[config.mk]
export PLATFORM = sky130hd
export DESIGN_NAME = hsn_cmd_q
export DESIGN_NICKNAME = d
export VERILOG_FILES = /design/src/rtl/hsn_pkg.sv /design/src/rtl/hsn_cmd_q.sv
export SDC_FILE = /design/constraint.sdc
export NUM_CORES = 1
export LEC_CHECK = 0
export BUFFER_PORTS_ARGS = -buffer_cell sky130_fd_sc_hd__clkbuf_2
export CAP_MARGIN = 30
export CORE_ASPECT_RATIO = 0.6
export CORE_MARGIN = 4
export CORE_UTILIZATION = 35
export CTS_BUF_LIST = sky130_fd_sc_hd__clkbuf_8
export DETAILED_ROUTE_END_ITERATION = 6
export HOLD_SLACK_MARGIN = 0.03
export PLACE_DENSITY = 0.63
export SYNTH_ARGS = -nofsm -noshare
export SYNTH_HDL_FRONTEND = slang
export SYNTH_SLANG_ARGS = --single-unit
[constraint.sdc]
create_clock -name clk_i -period 9.9 [get_ports clk_i]
set_clock_uncertainty 0.15 [all_clocks]
set_input_delay 0.99 -clock clk_i [delete_from_list [all_inputs] [get_ports clk_i]]
set_output_delay 0.99 -clock clk_i [all_outputs]
set_load 0.01 [all_outputs]
[src/rtl/hsn_pkg.sv]
// shared types, constants and saturation helpers for the heightfield normals block
// no dependencies
package hsn_pkg;

  localparam int GRID_MAX = 256;
  localparam int COL_W    = $clog2(GRID_MAX);
  localparam int ADDR_W   = COL_W + 2;
  localparam int DEPTH    = 4 * GRID_MAX;

  // configuration register indexes
  typedef enum logic [2:0] {
    CFG_GRID_POINTS = 3'd0,
    CFG_STRENGTH    = 3'd1,
    CFG_SPAN_X      = 3'd2,
    CFG_SPAN_Z      = 3'd3,
    CFG_SMOOTH      = 3'd4
  } cfg_idx_e;

  // back-end sequencer states
  typedef enum logic [3:0] {
    ST_IDLE, ST_MUL, ST_WR, ST_FRD, ST_FMUL, ST_FWR, ST_ERD, ST_EDIF, ST_EMUL, ST_EOUT
  } bk_state_e;

  typedef struct packed {
    logic [15:0] gain;
    logic [15:0] span_x;
    logic [15:0] span_z;
  } cfg_t;

  typedef struct packed {
    logic               is_sample;
    logic signed [15:0] noise;
    logic [1:0]         row;
    logic [COL_W-1:0]   col;
    logic               fin;
    logic               emit;
    logic               e_int;
    logic [1:0]         e_row;
    logic [COL_W-1:0]   e_col;
    logic [15:0]        e_index;
    logic               e_last;
  } cmd_t;

  function automatic logic signed [23:0] sat24(input logic signed [26:0] v);
    if (v > 27'sd8388607) return 24'sh7FFFFF;
    if (v < -27'sd8388608) return 24'sh800000;
    return v[23:0];
  endfunction

  function automatic logic signed [31:0] sat32(input logic signed [33:0] v);
    if (v > 34'sd2147483647) return 32'sh7FFFFFFF;
    if (v < -34'sd2147483648) return 32'sh80000000;
    return v[31:0];
  endfunction

endpackage

[src/rtl/hsn_cmd_q.sv]
// two-entry command queue between front and back end
// depends on hsn_pkg
module hsn_cmd_q (
  input  logic          clk_i,
  input  logic          rst_ni,
  input  logic          push_i,
  input  hsn_pkg::cmd_t cmd_i,
  output logic          full_o,
  input  logic          pop_i,
  output logic          valid_o,
  output hsn_pkg::cmd_t head_o
);

  hsn_pkg::cmd_t ent_q [2];
  logic          wp_q, rp_q;
  logic [1:0]    cnt_q;

  assign full_o  = cnt_q == 2'd2;
  assign valid_o = cnt_q != 2'd0;
  assign head_o  = ent_q[rp_q];

  // storage
  always_ff @(posedge clk_i) begin
    if (push_i && !full_o) ent_q[wp_q] <= cmd_i;
  end

  // pointers
  always_ff @(posedge clk_i or negedge rst_ni) begin
    if (!rst_ni) begin
      wp_q <= 1'b0; rp_q <= 1'b0; cnt_q <= 2'd0;
    end else begin
      if (push_i && !full_o) wp_q <= !wp_q;
      if (pop_i && valid_o) rp_q <= !rp_q;
      cnt_q <= cnt_q + 2'(push_i && !full_o) - 2'(pop_i && valid_o);
    end
  end

endmodule

# Word-level counts from Yosys, hierarchy flattened
# Memory sizes are Yosys's and may differ from the RTL's.
# Cells that the tools add are included.
# classes
add_sub_neg,2
eq_ne,1
n_mux,2
reduce_logical,6
# ops
operator,count
logical NOT 1 bit,3
adder 2 x 1 -> 2 bit,1
equality test 2 bit (second input constant),1
logical AND 1 bit,2
2-to-1 mux 1 bit,2
nonzero test 2 bit,1
subtractor 2 x 1 -> 2 bit,1
# word_totals
ff_bits,4
ram_bits,114
in_bits,61
out_inout_bits,59
word_cells,15
n_memories,1
# memory_table
name,words,width,rd,rd_clocked_by_memory_dff,wr,line,rtl
ent_q,2,57,1,0,1,hsn_cmd_q.sv:14,hsn_pkg::cmd_t ent_q [2];

# Logic depth before layout (Yosys ltp)
# Gate-level depths: netlist of run 1.
# depth
word_depth,5
mapped_depth,7

# Worst setup path before layout of run 1
# No wires, ideal clock.
# synth_timing
kind,in2reg
startpoint,input push_i
endpoint,"memory ent_q[0][0] in the netlist's numbering, enable pin"
setup_time_ps,472
arrival_ps,3471
slack_ps,5807
stages,2
path_cell_list,nand2_1 -> nor2_1
# synth_via
elab_chain_len,3
# synth_lines
item,line,rtl
start: declaration,hsn_cmd_q.sv:6,"input logic push_i,"
logical AND 1 bit,hsn_cmd_q.sv:24,if (push_i && !full_o) ent_q[wp_q] <= cmd_i;
2-to-1 mux 1 bit,hsn_cmd_q.sv:24,
2-to-1 mux 1 bit (not written as such),hsn_cmd_q.sv:24,
end: declaration,hsn_cmd_q.sv:14,
# Every way passes these cells.

==> flow_summary.toml, run 1 <==
[status]
status = "completed"

[synthesis]
synth.cell_area_mm2 = 0.00439
yosysSeqAreaShare_pct = 80.3
syn-num-nets = 258
synth_seq_cells = 118
yosysTopAreaCell = "edfxtp_1"
synthesis.instances = 195
yosys_cell_types = 16
ys_async_sr_fraction_pct = 3.39
synth.yosys.warnings = 0
synth_edf_count = 114
netlist_top_cells_area = "edfxtp_1 78%, mux2_2 9.5%, mux2_4 6.8%"
synth.cells.most_frequent = "114 x edfxtp_1, 37 x mux2_2, 20 x mux2_4"
post-synth-top-count-cell = "edfxtp_1"
postSynthAreaPerCell_um2 = 22.5
yosys.area.top_type_share_pct = 78.0
synthFlopType = "edfxtp_1"

[final_layout]
n_antenna_cell = 0
final_layout_size_suffix_gt1_share_pct = 60.5
nets = 392
multiInputGateArea_um2 = 818
stdcell_area_mm2 = 0.00553
area_delta_synth_final_pct = 25.9
fillerInstances = 1089
sequential_cell_area_mm2 = 0.00353

[job]
timing.max_cap.violations = 0

[global_routing]
antenna_violations_before_repair = 0
via_count_of_the_first_global_routing_pass = 2401
grt_pass1_wl_um = 12600
grt-ovfl-total = 0
globalRouteTotalUtil_pct = 11.6
grt_max_degree = 59

[clocking]
cts.reportedPaths.clkPinSlew_ns = 0.06
cts_tree = "yes"
clock_latency_ns = 0.41
htree_levels = 4
clock_tree_root = "clkbuf_8"
cts_max_path_buffers = 2
post_cts_resize_count = 0
cts_sinks = 118
number_of_setup_buffers_added_after_cts = 0
numCtsBuffers = 17
cts_hold_repair.buffers = 0

[routing]
drt_iter0_drc = 97
drt_pre_antenna_iters = 4
routed_wire_length_per_instance_um = 16.0
detail_route.wirelength_um = 8100
drt.antenna.violating_nets = 0
dr_total_vias = 2228
avgViaCountPerCell = 4.39
drcViolationCount = 0

[timing]
fin_hold_ws_ns = 0.220
post-route-min-period_ns = 3.18
finalHoldViolations = 0
fin_crit_sh_pct = 32.1
fmaxAchievable_ghz = 0.315
setup_viol_count_final = 0
drv_slew = 0
timing_worst_slew_pin_value_ns = 0.925
tns_ns = 0
max_slew_margin_pct = 38.3
unrepaired_setup_endpoints_after_global_routing = "false"

[pwr]
leakagePower_uw = 0.00217
total_power_uw = 1610
vdd_ir_drop_max_uv = 131
cellPowerDensity_mw_per_mm2 = 290

[place]
gp_congestion = 0.726
io_buffer_count = 119
placed_cell_areas_mm2 = 0.00517
detailed_place_hpwl_um = 5130

[setup_path]
reg2reg_setup_slack_ns = 7.96
rr_startpoint = "cnt_q[1]$_DFF_PN0_"
crit-reg2reg-capture = "ent_q[0][28]$_DFFE_PP_"
timing_worst_setup_path_type = "reg2out"
critPathCaptureType = "primary output"
critPathTopFamily = "flip-flops"
critPathRequiredTime_ns = 8.76
r2r_cells = 4
cell_with_the_biggest_individual_delay_on_the_critical_path = "dfrtp_4"
cp.arrival_ns = 2.04
buffers_inverters_on_critical_path = 1
crit_path_max_fanout = 58
crit_path_cell_trace = "mux2_2 -> clkbuf_2"
timing.critical_path.from_type = "flop"
timing.critical_path.slowest_cell_delay_ns = 1.04

[worst_hold_path]
timing.hold.worst.class = "in2async"

[floorplanning]
floorplan.die.width_um = 153
coreArea_mm2 = 0.0121
design.die.area_mm2 = 0.0145
floorplan.rows = 31
boundaryPins = 120
floorplan.die.height_um = 94.7
initial_core_util_pct = 36.2
==> power breakdown <==
group,leakage [µW],internal [µW],switching (µW)
sequential,0.00110,686,82.4
combinational,0.000870,232,212
clock,0.000191,215,178
==> worst max-delay path by stage <==
stage	slack, ns	cells after the start	startpoint	end
2_1_floorplan	5.81	2	push_i	ent_q[0][0]$_DFFE_PP_
3_3_place_gp	7.15	2	rp_q$_DFFE_PN0P_	head_o[2]
3_5_place_dp	7.14	2	rp_q$_DFFE_PN0P_	head_o[2]
4_1_cts	6.66	2	rp_q$_DFFE_PN0P_	head_o[2]
5_1_grt	6.59	2	rp_q$_DFFE_PN0P_	head_o[13]
6_report	6.72	2	rp_q$_DFFE_PN0P_	head_o[4]
==> flip-flops by register name (all words and copies together), names as in the netlist <==
signal  cells
rp_q        1
cnt_q       2
wp_q        1
ent_q     114
==> metal layers <==
metal / GRT usage (%) / share of wire (%) / vias to the layer above
li1: - / - / 1037
met1: 14.3 / 45 / 1089
met2: 17.3 / 44 / 92
met3: 6.23 / 9.4 / 10
met4: 4.67 / 1.2 / 0
met5: 0 / 0 / -
==> worst register-to-register path, stage by stage, from the launching register on <==
cell      delay, ns
dfrtp_1        0.40
nand2b_1       0.12
nand2_1        0.15
nor2_4         0.10
buf_4          0.62
==> through the flow <==
stage	setup slack, ns	utilization, %	cells
3_3_place_gp	7.15	42.6	475
5_1_grt	6.59	45.5	507
4_1_cts	6.66	45.5	507
3_5_place_dp	7.14	42.6	475
2_1_floorplan	5.81	-	195
6_report	6.72	45.5	507
==> layout by cell type (no fill, tap or decap), types with 3 or more instances in the layout <==
master	synthesis	routed
clkbuf_8	0	17
xnor2_1	3	3
clkbuf_2	0	119
dfrtp_1	4	3
clkinv_1	0	3
inv_1	2	5
mux2_4	20	20
edfxtp_1	114	114
mux2_2	37	37
clkinv_2	0	5
==> layout make-up <==
cell class	instances	share of cell area, %
sequential	118	63.8
tap	165	3.74
clock inverter	15	2.22
inverter	2	0.136
timing repair buffer	121	11.0
clock buffer	17	4.23
multi-input combinational	69	14.8
==> cells by family after synthesis <==
logic type               Yosys count  share of synthesized area, %
flip-flops                       118                          80.3
multiplexers                      57                          16.3
buffers and inverters              8                          1.28
AND/OR/NAND/NOR                    6                         0.741
XOR/XNOR                           4                         0.798
adder cells (fa/ha/maj)            2                         0.570
No activity file was read; power rests on OpenSTA's default activity.
==> inputs of run 2 (changes only) <==
--- a/config.mk
+++ b/config.mk
@@ -13,7 +13,7 @@
 export CTS_BUF_LIST = sky130_fd_sc_hd__clkbuf_8
 export DETAILED_ROUTE_END_ITERATION = 6
 export HOLD_SLACK_MARGIN = 0.03
-export PLACE_DENSITY = 0.63
+export PLACE_DENSITY = 0.65
 export SYNTH_ARGS = -nofsm -noshare
 export SYNTH_HDL_FRONTEND = slang
 export SYNTH_SLANG_ARGS = --single-unit
==> constraint.sdc (replaced) <==
create_clock -name clk_i -period 2.6 [get_ports clk_i]
set_clock_uncertainty 0.15 [all_clocks]
set_input_delay 0.26 -clock clk_i [delete_from_list [all_inputs] [get_ports clk_i]]
set_output_delay 0.26 -clock clk_i [all_outputs]
set_load 0.01 [all_outputs]
==> flow_summary.toml, run 2 (synthesized netlist as in run 1, its figures left out) <==
[clocking]
cts_sinks = 118
number_of_setup_buffers_added_after_cts = 0
htree_levels = 4
clock_tree_root = "clkbuf_8"
cts_tree = "yes"
cts_max_path_buffers = 2
numCtsBuffers = 17
clock_latency_ns = 0.41
cts.reportedPaths.clkPinSlew_ns = 0.06

[setup_path]
crit_path_cell_trace = "buf_4 -> mux2_2 -> clkbuf_2"
critPathRequiredTime_ns = 2.19
r2r_cells = 7
timing_worst_setup_path_type = "reg2out"
cell_with_the_biggest_individual_delay_on_the_critical_path = "buf_4"
crit_path_max_fanout = 36
timing.critical_path.from_type = "flop"
critPathTopFamily = "buffers and inverters"
critPathCaptureType = "primary output"
crit-reg2reg-capture = "cnt_q[1]$_DFF_PN0_"
buffers_inverters_on_critical_path = 2
rr_startpoint = "cnt_q[1]$_DFF_PN0_"
timing.critical_path.slowest_cell_delay_ns = 0.45
worstSetupPathDepth = 3
cp.arrival_ns = 1.77
reg2reg_setup_slack_ns = 0.65

[global_routing]
via_count_of_the_first_global_routing_pass = 2759
antenna_violations_before_repair = 0
grt_max_degree = 58
globalRouteTotalUtil_pct = 12.7
grt-ovfl-total = 0
grt_pass1_wl_um = 14000

[floorplanning]
floorplan.die.width_um = 153
floorplan.die.height_um = 94.7
boundaryPins = 120
initial_core_util_pct = 36.2
coreArea_mm2 = 0.0121
floorplan.rows = 31
design.die.area_mm2 = 0.0145

[place]
io_buffer_count = 119
detailed_place_hpwl_um = 5470
gp_congestion = 0.728
post-place-ws_ns = 0.651
placed_cell_areas_mm2 = 0.00521

[pwr]
total_power_uw = 6230
vdd_ir_drop_max_uv = 516
cellPowerDensity_mw_per_mm2 = 1010
leakagePower_uw = 0.00242

[worst_hold_path]
timing.hold.worst.class = "in2reg"
hold_start = "push_i"
timing.hold.worst_endpoint = "wp_q$_DFFE_PN0N_"
worst_hold_path.num_cells = 3

[job]
timing.max_cap.violations = 0

[routing]
drt_iter0_drc = 95
drcViolationCount = 0
drt.antenna.violating_nets = 0
dr_total_vias = 2443
routed_wire_length_per_instance_um = 15.2
detail_route.wirelength_um = 8640
drt_pre_antenna_iters = 4
avgViaCountPerCell = 4.30

[timing]
drv_slew = 0
fin_crit_sh_pct = 83.7
finalWorstSetupSlack_ns = 0.423
unrepaired_setup_endpoints_after_global_routing = "false"
max_slew_margin_pct = 63.8
finalHoldViolations = 0
post-route-min-period_ns = 2.18
tns_ns = 0
setup_viol_count_final = 0
timing_worst_slew_pin_value_ns = 0.543
fmaxAchievable_ghz = 0.459
fin_hold_ws_ns = 0.0911

[final_layout]
n_antenna_cell = 0
nets = 454
reg_with_most_ffs = "ent_q"
largest_reg_flops = 114
layout.cells.most_common = "clkbuf_2"
stdcell_area_mm2 = 0.00616
reg.largest.list = "ent_q: 114 flops, cnt_q: 2 flops"
area_delta_synth_final_pct = 40.4
mostFrequentLayoutCells = "119 x clkbuf_2, 114 x edfxtp_1, 60 x dlygate4sd3_1"
final_layout_size_suffix_gt1_share_pct = 51.4

[status]
status = "completed"
[run 2: changes by cell type in the layout (fill, tap and decap cells not counted), moves of 2 or more]
cell,before,now
clkinv_2,5,2
buf_12,0,2
inv_1,5,3
clkinv_1,3,6
dlygate4sd3_1,0,60
[run 2: metrics by stage]
step                instances  util, %
finish                    568     50.7
global route              568     50.7
CTS                       568     50.7
detailed placement        477     42.9
global placement          477     42.9
floorplan                 195        -
[run 2: what timing repair did]
item | 4_1_cts | 5_1_grt
endpoints found under the hold margin | 119 | 0
hold buffers | 60 | 0
gates resized for setup | 0 | 0
[run 2: worst max-delay path by stage]
stage,slack [ns],start,end
floorplan,0.14,cnt_q[1]$_DFF_PN0_,ent_q[1][0]$_DFFE_PP_
CTS,0.34,rp_q$_DFFE_PN0P_,head_o[26]
finish,0.42,rp_q$_DFFE_PN0P_,head_o[26]
detailed placement,0.65,cnt_q[1]$_DFF_PN0_,cnt_q[1]$_DFF_PN0_
global route,0.30,rp_q$_DFFE_PN0P_,head_o[48]
global placement,0.80,cnt_q[1]$_DFF_PN0_,cnt_q[1]$_DFF_PN0_
[run 2: cell type report]
type / instances / area [µm²]
clock buffer: 17 / 234
tap: 165 / 206
multi-input combinational: 69 / 818
clock inverter: 14 / 119
timing repair buffer: 183 / 1250
sequential: 118 / 3520
fill: 1000 / 5980
inverter: 2 / 7.51
[run 2: per-layer routing]
metal	up-vias	routed length (µm)	global-route usage (%)
li1	1161	-	-
met1	1187	3830	15.7
met2	90	4130	20.1
met3	5	649	5.91
met4	0	31	4.00
met5	-	0	0
[run 2: tightest hold or removal path: stages]
cell and delay [ns]:
clkbuf_2 0.10, nand2_1 0.16, xnor2_1 0.08
[run 2: where the power goes]
group          switching, µW  total (µW)  internal [µW]
Combinational           1050        2030            981
Sequential               107        2710           2600
Clock                    668        1480            817
