==> config.mk <==
export PLATFORM = sky130hd
export DESIGN_NAME = hsn_front
export DESIGN_NICKNAME = d
export VERILOG_FILES = /design/src/rtl/hsn_pkg.sv /design/src/rtl/hsn_front.sv
export SDC_FILE = /design/constraint.sdc
export NUM_CORES = 1
export LEC_CHECK = 0
export BUFFER_PORTS_ARGS = -buffer_cell sky130_fd_sc_hd__buf_4
export CAP_MARGIN = 10
export CORE_MARGIN = 5
export CORE_UTILIZATION = 40
export DETAILED_ROUTE_END_ITERATION = 8
export PLACE_DENSITY = 0.73
export REMOVE_ABC_BUFFERS = 1
export SYNTH_ARGS = -nofsm -noshare
export SYNTH_HDL_FRONTEND = slang
export SYNTH_SLANG_ARGS = --single-unit
export TNS_END_PERCENT = 30
==> constraint.sdc <==
create_clock -name clk_i -period 6.8 [get_ports clk_i]
set_input_delay 0.68 -clock clk_i [delete_from_list [all_inputs] [get_ports clk_i]]
set_output_delay 0.68 -clock clk_i [all_outputs]
set_load 0.02 [all_outputs]
==> src/rtl/hsn_pkg.sv <==
// shared types, constants and saturation helpers for the heightfield normals block
// no dependencies
package hsn_pkg;

  localparam int GRID_MAX = 256;
  localparam int COL_W    = $clog2(GRID_MAX);
  localparam int ADDR_W   = COL_W + 2;
  localparam int DEPTH    = 4 * GRID_MAX;

  // configuration register indexes
  typedef enum logic [2:0] {
    CFG_GRID_POINTS = 3'd0,
    CFG_STRENGTH    = 3'd1,
    CFG_SPAN_X      = 3'd2,
    CFG_SPAN_Z      = 3'd3,
    CFG_SMOOTH      = 3'd4
  } cfg_idx_e;

  // back-end sequencer states
  typedef enum logic [3:0] {
    ST_IDLE, ST_MUL, ST_WR, ST_FRD, ST_FMUL, ST_FWR, ST_ERD, ST_EDIF, ST_EMUL, ST_EOUT
  } bk_state_e;

  typedef struct packed {
    logic [15:0] gain;
    logic [15:0] span_x;
    logic [15:0] span_z;
  } cfg_t;

  typedef struct packed {
    logic               is_sample;
    logic signed [15:0] noise;
    logic [1:0]         row;
    logic [COL_W-1:0]   col;
    logic               fin;
    logic               emit;
    logic               e_int;
    logic [1:0]         e_row;
    logic [COL_W-1:0]   e_col;
    logic [15:0]        e_index;
    logic               e_last;
  } cmd_t;

  function automatic logic signed [23:0] sat24(input logic signed [26:0] v);
    if (v > 27'sd8388607) return 24'sh7FFFFF;
    if (v < -27'sd8388608) return 24'sh800000;
    return v[23:0];
  endfunction

  function automatic logic signed [31:0] sat32(input logic signed [33:0] v);
    if (v > 34'sd2147483647) return 32'sh7FFFFFFF;
    if (v < -34'sd2147483648) return 32'sh80000000;
    return v[31:0];
  endfunction

endpackage

==> src/rtl/hsn_front.sv <==
// front end: config registers, raster counters, classification into commands
// depends on hsn_pkg
module hsn_front (
  input  logic                clk_i,
  input  logic                rst_ni,
  input  logic                in_valid_i,
  output logic                in_ready_o,
  input  logic                in_req_type_i,
  input  logic signed [15:0]  in_noise_sample_i,
  input  logic                cfg_valid_i,
  output logic                cfg_ready_o,
  input  logic [2:0]          cfg_index_i,
  input  logic [15:0]         cfg_data_i,
  input  logic                q_full_i,
  output logic                push_o,
  output hsn_pkg::cmd_t       cmd_o,
  output hsn_pkg::cfg_t       cfg_o
);

  logic [hsn_pkg::COL_W-1:0] nm1_q, nm1_d;
  logic [15:0] gain_q, gain_d, sx_q, sx_d, sz_q, sz_d;
  logic        smooth_q, smooth_d;
  logic [hsn_pkg::COL_W-1:0] srow_q, srow_d, scol_q, scol_d;
  logic [hsn_pkg::COL_W-1:0] erow_q, erow_d, ecol_q, ecol_d;
  logic        sfull_q, sfull_d;
  logic [15:0] eidx_q, eidx_d;

  logic accept, is_sample, do_emit, cfg_we;
  logic [hsn_pkg::COL_W-1:0] r, c, er, ec;
  logic [15:0] ei;
  logic e_last;
  int gp;

  // a config write holds off the input for that cycle
  assign in_ready_o  = !q_full_i && !cfg_valid_i;
  assign cfg_ready_o = 1'b1;
  assign accept      = in_valid_i && in_ready_o;
  assign is_sample   = !in_req_type_i;
  assign cfg_we      = cfg_valid_i && cfg_ready_o;
  assign cfg_o       = '{gain: gain_q, span_x: sx_q, span_z: sz_q};

  // effective counters: a sample after a complete frame restarts it
  always_comb begin
    r  = sfull_q ? '0 : srow_q;
    c  = sfull_q ? '0 : scol_q;
    er = (is_sample && sfull_q) ? '0 : erow_q;
    ec = (is_sample && sfull_q) ? '0 : ecol_q;
    ei = (is_sample && sfull_q) ? '0 : eidx_q;
    do_emit = is_sample ? (r >= 2) : sfull_q;
    e_last  = (er == nm1_q) && (ec == nm1_q);
  end

  // command build
  always_comb begin
    push_o            = accept && do_emit || accept && is_sample;
    cmd_o.is_sample   = is_sample;
    cmd_o.noise       = in_noise_sample_i;
    cmd_o.row         = r[1:0];
    cmd_o.col         = c;
    cmd_o.fin         = smooth_q && (r >= 2) && (c >= 1) && (c < nm1_q);
    cmd_o.emit        = do_emit;
    cmd_o.e_int       = (er >= 1) && (er < nm1_q) && (ec >= 1) && (ec < nm1_q);
    cmd_o.e_row       = er[1:0];
    cmd_o.e_col       = ec;
    cmd_o.e_index     = ei;
    cmd_o.e_last      = e_last;
  end

  // register and counter update
  always_comb begin
    nm1_d = nm1_q; gain_d = gain_q; sx_d = sx_q; sz_d = sz_q; smooth_d = smooth_q;
    srow_d = srow_q; scol_d = scol_q; sfull_d = sfull_q;
    erow_d = erow_q; ecol_d = ecol_q; eidx_d = eidx_q;
    gp = int'(cfg_data_i[8:0]);
    if (gp < 3) gp = 3;
    if (gp > hsn_pkg::GRID_MAX) gp = hsn_pkg::GRID_MAX;
    if (cfg_we) begin
      unique case (cfg_index_i)
        hsn_pkg::CFG_GRID_POINTS: begin
          nm1_d  = hsn_pkg::COL_W'(gp - 1);
          srow_d = '0; scol_d = '0; sfull_d = 1'b0;
          erow_d = '0; ecol_d = '0; eidx_d = '0;
        end
        hsn_pkg::CFG_STRENGTH: gain_d   = cfg_data_i;
        hsn_pkg::CFG_SPAN_X:   sx_d     = cfg_data_i;
        hsn_pkg::CFG_SPAN_Z:   sz_d     = cfg_data_i;
        hsn_pkg::CFG_SMOOTH:   smooth_d = cfg_data_i[0];
        default: ;
      endcase
    end else if (accept) begin
      if (is_sample) begin
        scol_d  = (c == nm1_q) ? '0 : c + 1'b1;
        srow_d  = (c == nm1_q) ? r + 1'b1 : r;
        sfull_d = (r == nm1_q) && (c == nm1_q);
        erow_d  = er; ecol_d = ec; eidx_d = ei;
      end
      if (do_emit) begin
        ecol_d = (ec == nm1_q) ? '0 : ec + 1'b1;
        erow_d = (ec == nm1_q) ? er + 1'b1 : er;
        eidx_d = ei + 16'd1;
        if (!is_sample && e_last) begin
          srow_d = '0; scol_d = '0; sfull_d = 1'b0;
          erow_d = '0; ecol_d = '0; eidx_d = '0;
        end
      end
    end
  end

  always_ff @(posedge clk_i or negedge rst_ni) begin
    if (!rst_ni) begin
      nm1_q <= hsn_pkg::COL_W'(63); gain_q <= 16'd256; sx_q <= 16'd256; sz_q <= 16'd256;
      smooth_q <= 1'b1;
      srow_q <= '0; scol_q <= '0; sfull_q <= 1'b0;
      erow_q <= '0; ecol_q <= '0; eidx_q <= '0;
    end else begin
      nm1_q <= nm1_d; gain_q <= gain_d; sx_q <= sx_d; sz_q <= sz_d; smooth_q <= smooth_d;
      srow_q <= srow_d; scol_q <= scol_d; sfull_q <= sfull_d;
      erow_q <= erow_d; ecol_q <= ecol_d; eidx_q <= eidx_d;
    end
  end

endmodule

# --- Word-level counts from Yosys, hierarchy flattened ---
# Index checks and enable logic that the tools add are counted.
totals:
  latchBits: 0
  n_memories: 0
  rom_bits: 0
  wordCells: 108
  mem_bits_rw: 0
  reg_bits: 106
classes:
  n_mul: 0
  muxes: 45
  div_mod_pow: 0
  eq_ne: 10
  n_reduce_logical: 27
  add_sub_neg: 6
  magnitude_cmp: 9
  shift: 0
  bitwise: 0
ops:
  columns: ["cell", "n"]
  rows:
  - ["$mux W8", 30]
  - ["$mux W16", 7]
  - ["$add A8 B1 Y8 const B", 4]
  - ["$eq A8 B8 Y1", 4]
  - ["$ge A8 B1 Y1 const B", 3]
  - ["$lt A8 B8 Y1", 3]
  - ["$add A16 B1 Y16 const B", 1]
  - ["$logic_and A1 B1 Y1", 14]
  - ["$reduce_and A2 Y1", 6]
  - ["$gt A9 B9 Y1 const B", 1]
  - ["$lt A9 B2 Y1 const B", 1]
  - ["$mux W9", 1]
  - ["$ge A8 B2 Y1 const B", 1]
  - ["$sub A8 B2 Y8 const B", 1]
  - ["$mux W1", 7]
  - ["$eq A3 B2 Y1 const B", 2]
  - ["$eq A3 B1 Y1 const B", 1]
  - ["$eq A3 B3 Y1 const B", 1]
  - ["$logic_not A1 Y1", 3]
  - ["$logic_not A3 Y1", 1]
  - ["$ne A3 B1 Y1 const B", 1]
  - ["$reduce_and A3 Y1", 1]
  - ["$ne A2 B1 Y1 const B", 1]
  - ["$reduce_bool A2 Y1", 1]
  - ["$logic_or A1 B1 Y1", 1]

# --- Logic depth before layout (Yosys ltp) ---
# Gate-level depths: netlist of the first run.
depth:
  depth_word: 10
  ltp_mapped: 16

# --- Worst setup path after synthesis of the first run ---
# Ideal clock, no wire load.
synth_timing:
  kind: "input to output"
  from: "input port in_req_type_i"
  to: "output port cmd_o[27] (netlist bit)"
  t_arrival_ps: 3076
  required_ps: 6120
  stages: 14
  path_buffers: 5
  slack_ps: 3044
  cell_sequence: "buf_4 -> nand2b_1 -> buf_2 -> buf_2 -> buf_2 -> clkbuf_1 -> nand2_1 -> inv_1 -> ha_1 -> nor2b_1 -> o21a_1 -> o21a_1 -> o21ai_0 -> and4b_1"
synth_lines:
  columns: ["item", "line", "text"]
  rows:
  - ["start, declared", "hsn_front.sv:8", "input logic in_req_type_i,"]
  - ["end, declared", "hsn_front.sv:16", "output hsn_pkg::cmd_t cmd_o,"]

==> impl_results.md, run 1 <==
* Status: finished, final reports clean
* CP Launch Type: register
* Setup CP Type: register to primary output
* Pre-Repair DR Iteration Count at 4
* Critical path's slowest cell: dfrtp_1
* Crit-path leading delay family: flip-flops
* Grt ovf at 0
* WL/cell at 19.5 um
* Final Routed Wirelength at 19700 um
* RSZ-0062 raised after global routing: no
* Final Hold Vio Count at 0
* # Max-Cap Violations at 0
* HP Class: input port to async pin
* Diodes inserted at 0
* Sw Pwr at about 0.0006 W
* Final setup TNS at 0 ns
* Nets at between 800 and 900
* Filler cell count in the final layout at 1630
* Crit path time final at 4.30 ns
* Sequential share of power at between 40 and 50%
* Crit-path max cell delay at 0.95 ns
* Max Clock Skew at 0.00540 ns
* Top_reg_cell synth: dfrtp_1
* Least-Margin Pin Slew at ~1.1 ns
* Mean Syn Cell Area at 9.67 sq um
* Clock Latency Late Sink at 0.36 ns
* DRC Markers at 0
* Clk sinks at 106
* Hold Buf Count CTS at 0
* Worst Setup End Kind: primary output
* Final period utilization at 63.3%
* TritonCTS Buffers at 9
* Rel. slew slack at 28.5%
* WP buf/inv at 3
* Lkg Pwr at roughly 3.7 nW
* Pin count of the biggest net entering global routing at 76
* Fmax at between 0.2 and 0.25 GHz
* R2R Setup Slk at 2.67 ns
* Area Growth Syn to Fin at 17.9%
* Hold_ws at 0.261 ns
* Final setup fails at 0
* Synthesized cell area at 6780 sq um
* Clock transition at path regs at 0.07 ns
* Setup crit end: cmd_o[27]
* Detailed-route via count at 5981
* Clk network pwr share at about 30%
* Asr flop ratio synth at 100%
* Die Height at 140 um
* Overall die width at 140 um
* Critical path startpoint: sfull_q$_DFFE_PN0P_
* Ratio of cells with drive above 1 in the final layout at 27.4%
* Post-Synthesis Cells at 701
* CP Max Fanout at 47
* Root buf cell: clkbuf_16
* Combinational share of power at 27.0%
* Vias in the first global route at 5962
* Switching share of power at 33.5%
* P per Cell Area at 230 nW/um^2
* Via density at 5.91
* Post-CTS Setup Inserts at 0
* Final Slew Violations at 0
* PortBufs at 115
* RR Endpoint: eidx_q[3]$_DFFE_PN0P_
* Synth Warn # at 0
* Crit. path cell count at 11
* HPWL after DPL at 14500 um
* DIE AREA at 19600 sq um
* RePlAce Congestion at about 0.9
* Resized cells post-CTS at 0
* Reg-to-reg startpoint: sfull_q$_DFFE_PN0P_
* CP cell instances: nand2b_1, buf_4, nand2_1, inv_1, ha_1, nor2b_1, o21a_1, o21a_1, o21ai_0, and4b_1, buf_4
* Wire length of the first global-routing pass at 32200 um
* CTS tree: built
* Core ar. at approximately 17000 sq um
* Worst vdd ir at between 0.15 and 0.2 mV
* Post-synthesis register bit count at approximately 110
* Data arrival time of the critical path at 3.62 ns
* Initial Util at 40.9%
* Cell-internal power at 0.00122 W
* Sequential area share after synthesis at 39.3%
* EDFF count, synth at 0
* Initial DRC count at around 430
* Io pins at between 100 and 150
* Netlist cell types at 80
* Rows at 47
* Critical path required time at between 6 and 7 ns
* H-tree depth at 3
* Antenna Nets Post-Route at 0
* GRT Overall Usage at 20.1%
* Max Root-Sink Buffers at 2
* Initial antenna violation count at 0
* Reg2reg path depth at 10
==> synthesized netlist by cell type (14+ instances only) <==
master / n / area share [%]
a21oi_1: 16 / 1.2
and2_1: 17 / 1.6
buf_4: 22 / 2.4
dfrtp_1: 96 / 35
ha_1: 37 / 6.8
inv_1: 38 / 2.1
mux2_2: 50 / 8.3
nand2_1: 62 / 3.4
nand3_1: 28 / 2.1
nor2_1: 35 / 1.9
nor2b_1: 15 / 1.4
nor3_1: 14 / 1.0
o21ai_0: 38 / 2.8
==> area by class of cell <==
| type | count | area (sq um) | area share (%) |
|---|---|---|---|
| clock buffer | 10 | 229 | 2.87 |
| timing repair buffer | 121 | 908 | 11.4 |
| inverter | 39 | 146 | 1.83 |
| tap | 220 | 275 | 3.45 |
| multi-input combinational | 510 | 3690 | 46.2 |
| sequential | 106 | 2670 | 33.4 |
| clock inverter | 6 | 72.6 | 0.909 |
==> cells in the final DEF, fill, tap and decap left out, drive strengths merged, types with 10 or more instances in the layout <==
cell and count:
buf 121, dfrtp 96, nand2 62, mux2 50, o21ai 43, inv 42
ha 37, nor2 37, nand3 28, and2 18, a21oi 17, nor2b 15
nor3 15, a32o 12, nand4 11, and3 11, a22o 11, a31oi 10
dfstp 10, clkbuf 10
==> worst min-delay path by stage <==
stage	start	endpoint	slack, ns	depth (start not counted)
6_report	rst_ni	ecol_q[2]$_DFFE_PN0P_	0.26	1
5_1_grt	rst_ni	ecol_q[2]$_DFFE_PN0P_	0.30	1
4_1_cts	rst_ni	ecol_q[2]$_DFFE_PN0P_	0.27	1
3_5_place_dp	sz_q[8]$_DFFE_PN1P_	sz_q[8]$_DFFE_PN1P_	0.47	2
3_3_place_gp	sz_q[8]$_DFFE_PN1P_	sz_q[8]$_DFFE_PN1P_	0.47	2
2_1_floorplan	rst_ni	ecol_q[0]$_DFFE_PN0P_	0.38	0
==> metal layers <==
metal  global-route usage, %  wire (um)
met1                    26.4       8570
met2                    30.5       8730
met3                    8.38       2010
met4                    5.61        408
met5                       0          0
==> flip-flops by register name (all words and copies together) (netlist names) <==
signal and count:
eidx_q 16, gain_q 16, sx_q 16, sz_q 16
ecol_q 8, erow_q 8, nm1_q 8, scol_q 8
srow_q 8, sfull_q 1, smooth_q 1
==> through the flow <==
stage	power (W)	worst slack [ns]	instances	area, sq um	utilization (%)
after floorplan	0.00106	2.97	655	6500	-
final	0.00184	2.50	1012	7990	48.2
after global routing	0.00193	2.28	1012	7990	48.2
after CTS	0.00185	2.56	1012	7990	48.2
after global placement	0.00128	2.89	996	7680	46.3
after detailed placement	0.00130	2.82	996	7680	46.3
==> cells by family after synthesis <==
group | after synthesis | share of synthesized area (%)
and+or+nand+nor | 251 | 20.8
adders and majority gates | 37 | 6.83
buffers and inverters | 85 | 6.20
DFF | 106 | 39.3
xor gates and xnor gates | 8 | 1.03
other | 1 | 0.0553
muxes | 50 | 8.31
AOI/OAI and AO/OA | 163 | 17.5
==> power groups by stage <==
stage	registers [W]	logic (W)	clock network (W)
final	0.000790	0.000496	0.000553
after global routing	0.000802	0.000542	0.000590
after CTS	0.000788	0.000499	0.000564
after detailed placement	0.000797	0.000498	0
after global placement	0.000793	0.000491	0
after floorplan	0.000862	0.000201	0
Power figures use the tool's default switching activity.
==> run 2: changes to the inputs <==
- PLACE_DENSITY: 0.73 -> 0.75
- clock period: 6.8 -> 3.9 ns (I/O delays scaled with it)
==> impl_results.md, run 2 (synthesis results as in run 1) <==
* Vias in the first global route at 5993
* Sequential share of power at 42.4%
* Core ar. at around 17000 sq um
* PortBufs at between 100 and 150
* TritonCTS Buffers at 9
* Initial Util at 40.9%
* Status: finished, final reports clean
* Clk network pwr share at between 20% and 30%
* Most frequent cells in the layout: buf_4 (127), dfrtp_1 (96), nand2_1 (62)
* Cell-internal power at 0.00210 W
* Via density at 5.93
* Rows at 47
* HPWL after DPL at about 15000 um
* Ratio of cells with drive above 1 in the final layout at 28.2%
* Hold Buf Count CTS at 0
* Final setup fails at 0
* Clock transition at path regs at 0.08 ns
* # Max-Cap Violations at 0
* HP Class: input port to async pin
* CP cell instances: buf_4, inv_1, nand2_1, ha_1, nor4_1, a21oi_2, nor2_4, inv_1, buf_4
* DIE AREA at 19600 sq um
* Diodes inserted at 0
* P per Cell Area at 399 nW/um^2
* Pre-Repair DR Iteration Count at 5
* Resized cells post-CTS at 0
* Setup CP Type: register to primary output
* Worst Setup End Kind: primary output
* Crit-path max cell delay at 0.54 ns
* Initial DRC count at 458
* H-tree depth at 3
* Rel. slew slack at a little over two fifths
* Multi-input gate area at about 3700 sq um
* Initial antenna violation count at 0
* Final setup TNS at 0 ns
* Hold_ws at 0.120 ns
* Final Routed Wirelength at 19800 um
* Lkg Pwr at 3.71 nW
* CP Max Fanout at 22
* Wire length of the first global-routing pass at 32000 um
* Critical path's slowest cell: nor4_1
* Detailed-route via count at 6043
* RSZ-0062 raised after global routing: no
* Sw Pwr at 0.00111 W
* RePlAce Congestion at around 0.90
* Most common cell after layout, fill and taps aside: buf_4
* Clock Latency Late Sink at around 0.37 ns
* GRT Overall Usage at about a fifth
* Clk sinks at 106
* Die Height at 140 um
* Switching share of power at 34.7%
* Least-Margin Pin Slew at 0.840 ns
* WL/cell at 19.4 um
* Max Clock Skew at between 0.009 and 0.01 ns
* Grt ovf at 0
* Max Root-Sink Buffers at 2
* CTS tree: built
* Overall die width at roughly 140 um
* Final Hold Vio Count at 0
* Post-CTS Setup Inserts at 0
* Pin count of the biggest net entering global routing at 65
* Combinational share of power at 27.7%
* Io pins at 149
* Data arrival time of the critical path at 3.17 ns
* Worst vdd ir at 0.309 mV
* Flip-flop and latch area at around 2700 sq um
* Nets at 872
* Crit path time final at approximately 3.6 ns
* Root buf cell: clkbuf_16
* Area Growth Syn to Fin at 19.0%
* Filler cell count in the final layout at 1530
* CP Launch Type: register
* Final period utilization at 91.2%
* DRC Markers at 0
* Antenna Nets Post-Route at 0
* Fmax at 0.281 GHz
* Final Slew Violations at 0
* Critical path required time at 3.51 ns
## run 2: cell count changes in the layout (fill, tap and decap cells not counted), sizes merged
cell,change
buf,+7
inv,+2
bufinv,-1
clkbuf,-1
## run 2: layer usage
metal | track usage (%) | vias to the layer above | share of wire, %
met2 | 30.2 | 314 | 44
met4 | 5.86 | 0 | 2.0
met5 | 0 | - | 0
li1 | - | 2777 | -
met3 | 8.52 | 34 | 11
met1 | 26.2 | 2918 | 43
## run 2: final timing paths
| path | start | to | slack (ns) | depth (start not counted) |
|---|---|---|---|---|
| max | sfull_q$_DFFE_PN0P_ | cmd_o[28] | 0.34 | 9 |
| min | rst_ni | scol_q[4]$_DFFE_PN0P_ | 0.12 | 1 |
| max reg2reg | sfull_q$_DFFE_PN0P_ | eidx_q[4]$_DFFE_PN0P_ | 0.67 | 10 |
| min reg2reg | sz_q[8]$_DFFE_PN1P_ | sz_q[8]$_DFFE_PN1P_ | 0.49 | 2 |
| max in group asynchronous | rst_ni | gain_q[8]$_DFFE_PN1P_ | 2.91 | 2 |
| min in group clk_i | cfg_data_i[11] | sx_q[11]$_DFFE_PN0P_ | 0.27 | 2 |
## run 2: layout make-up
type | instances | share of cell area [%]
clock inverters | 7 | 1.07
repair buffers | 128 | 12.1
flip-flops and latches | 106 | 33.1
multi-input cells | 510 | 45.8
clock buffers | 9 | 2.79
inverters | 39 | 1.82
well taps | 220 | 3.41
## run 2: stage by stage
step,power [W],util [%],cells,setup WS [ns],instance area (sq um)
floorplan,0.00185,-,655,0.129,6500
global placement,0.00225,46.7,1003,0.714,7750
detailed placement,0.00227,46.7,1003,0.665,7750
CTS,0.00325,48.6,1019,0.388,8060
global route,0.00340,48.6,1019,0.174,8060
finish,0.00322,48.6,1019,0.343,8060
## run 2: critical path: cells and delay by family (launching register included)
kind            cells  cell delay [ns]
simple gates        3             0.88
buf+inv             4             0.82
flops               1             0.50
fa+ha+maj           1             0.30
compound gates      1             0.28
## run 2: power groups by stage
stage               Combinational, W  Clock (W)  Sequential [W]
floorplan                   0.000351          0         0.00150
global placement            0.000877          0         0.00137
detailed placement          0.000890          0         0.00138
CTS                         0.000896   0.000990         0.00136
global route                0.000971    0.00104         0.00139
finish                      0.000891   0.000962         0.00136
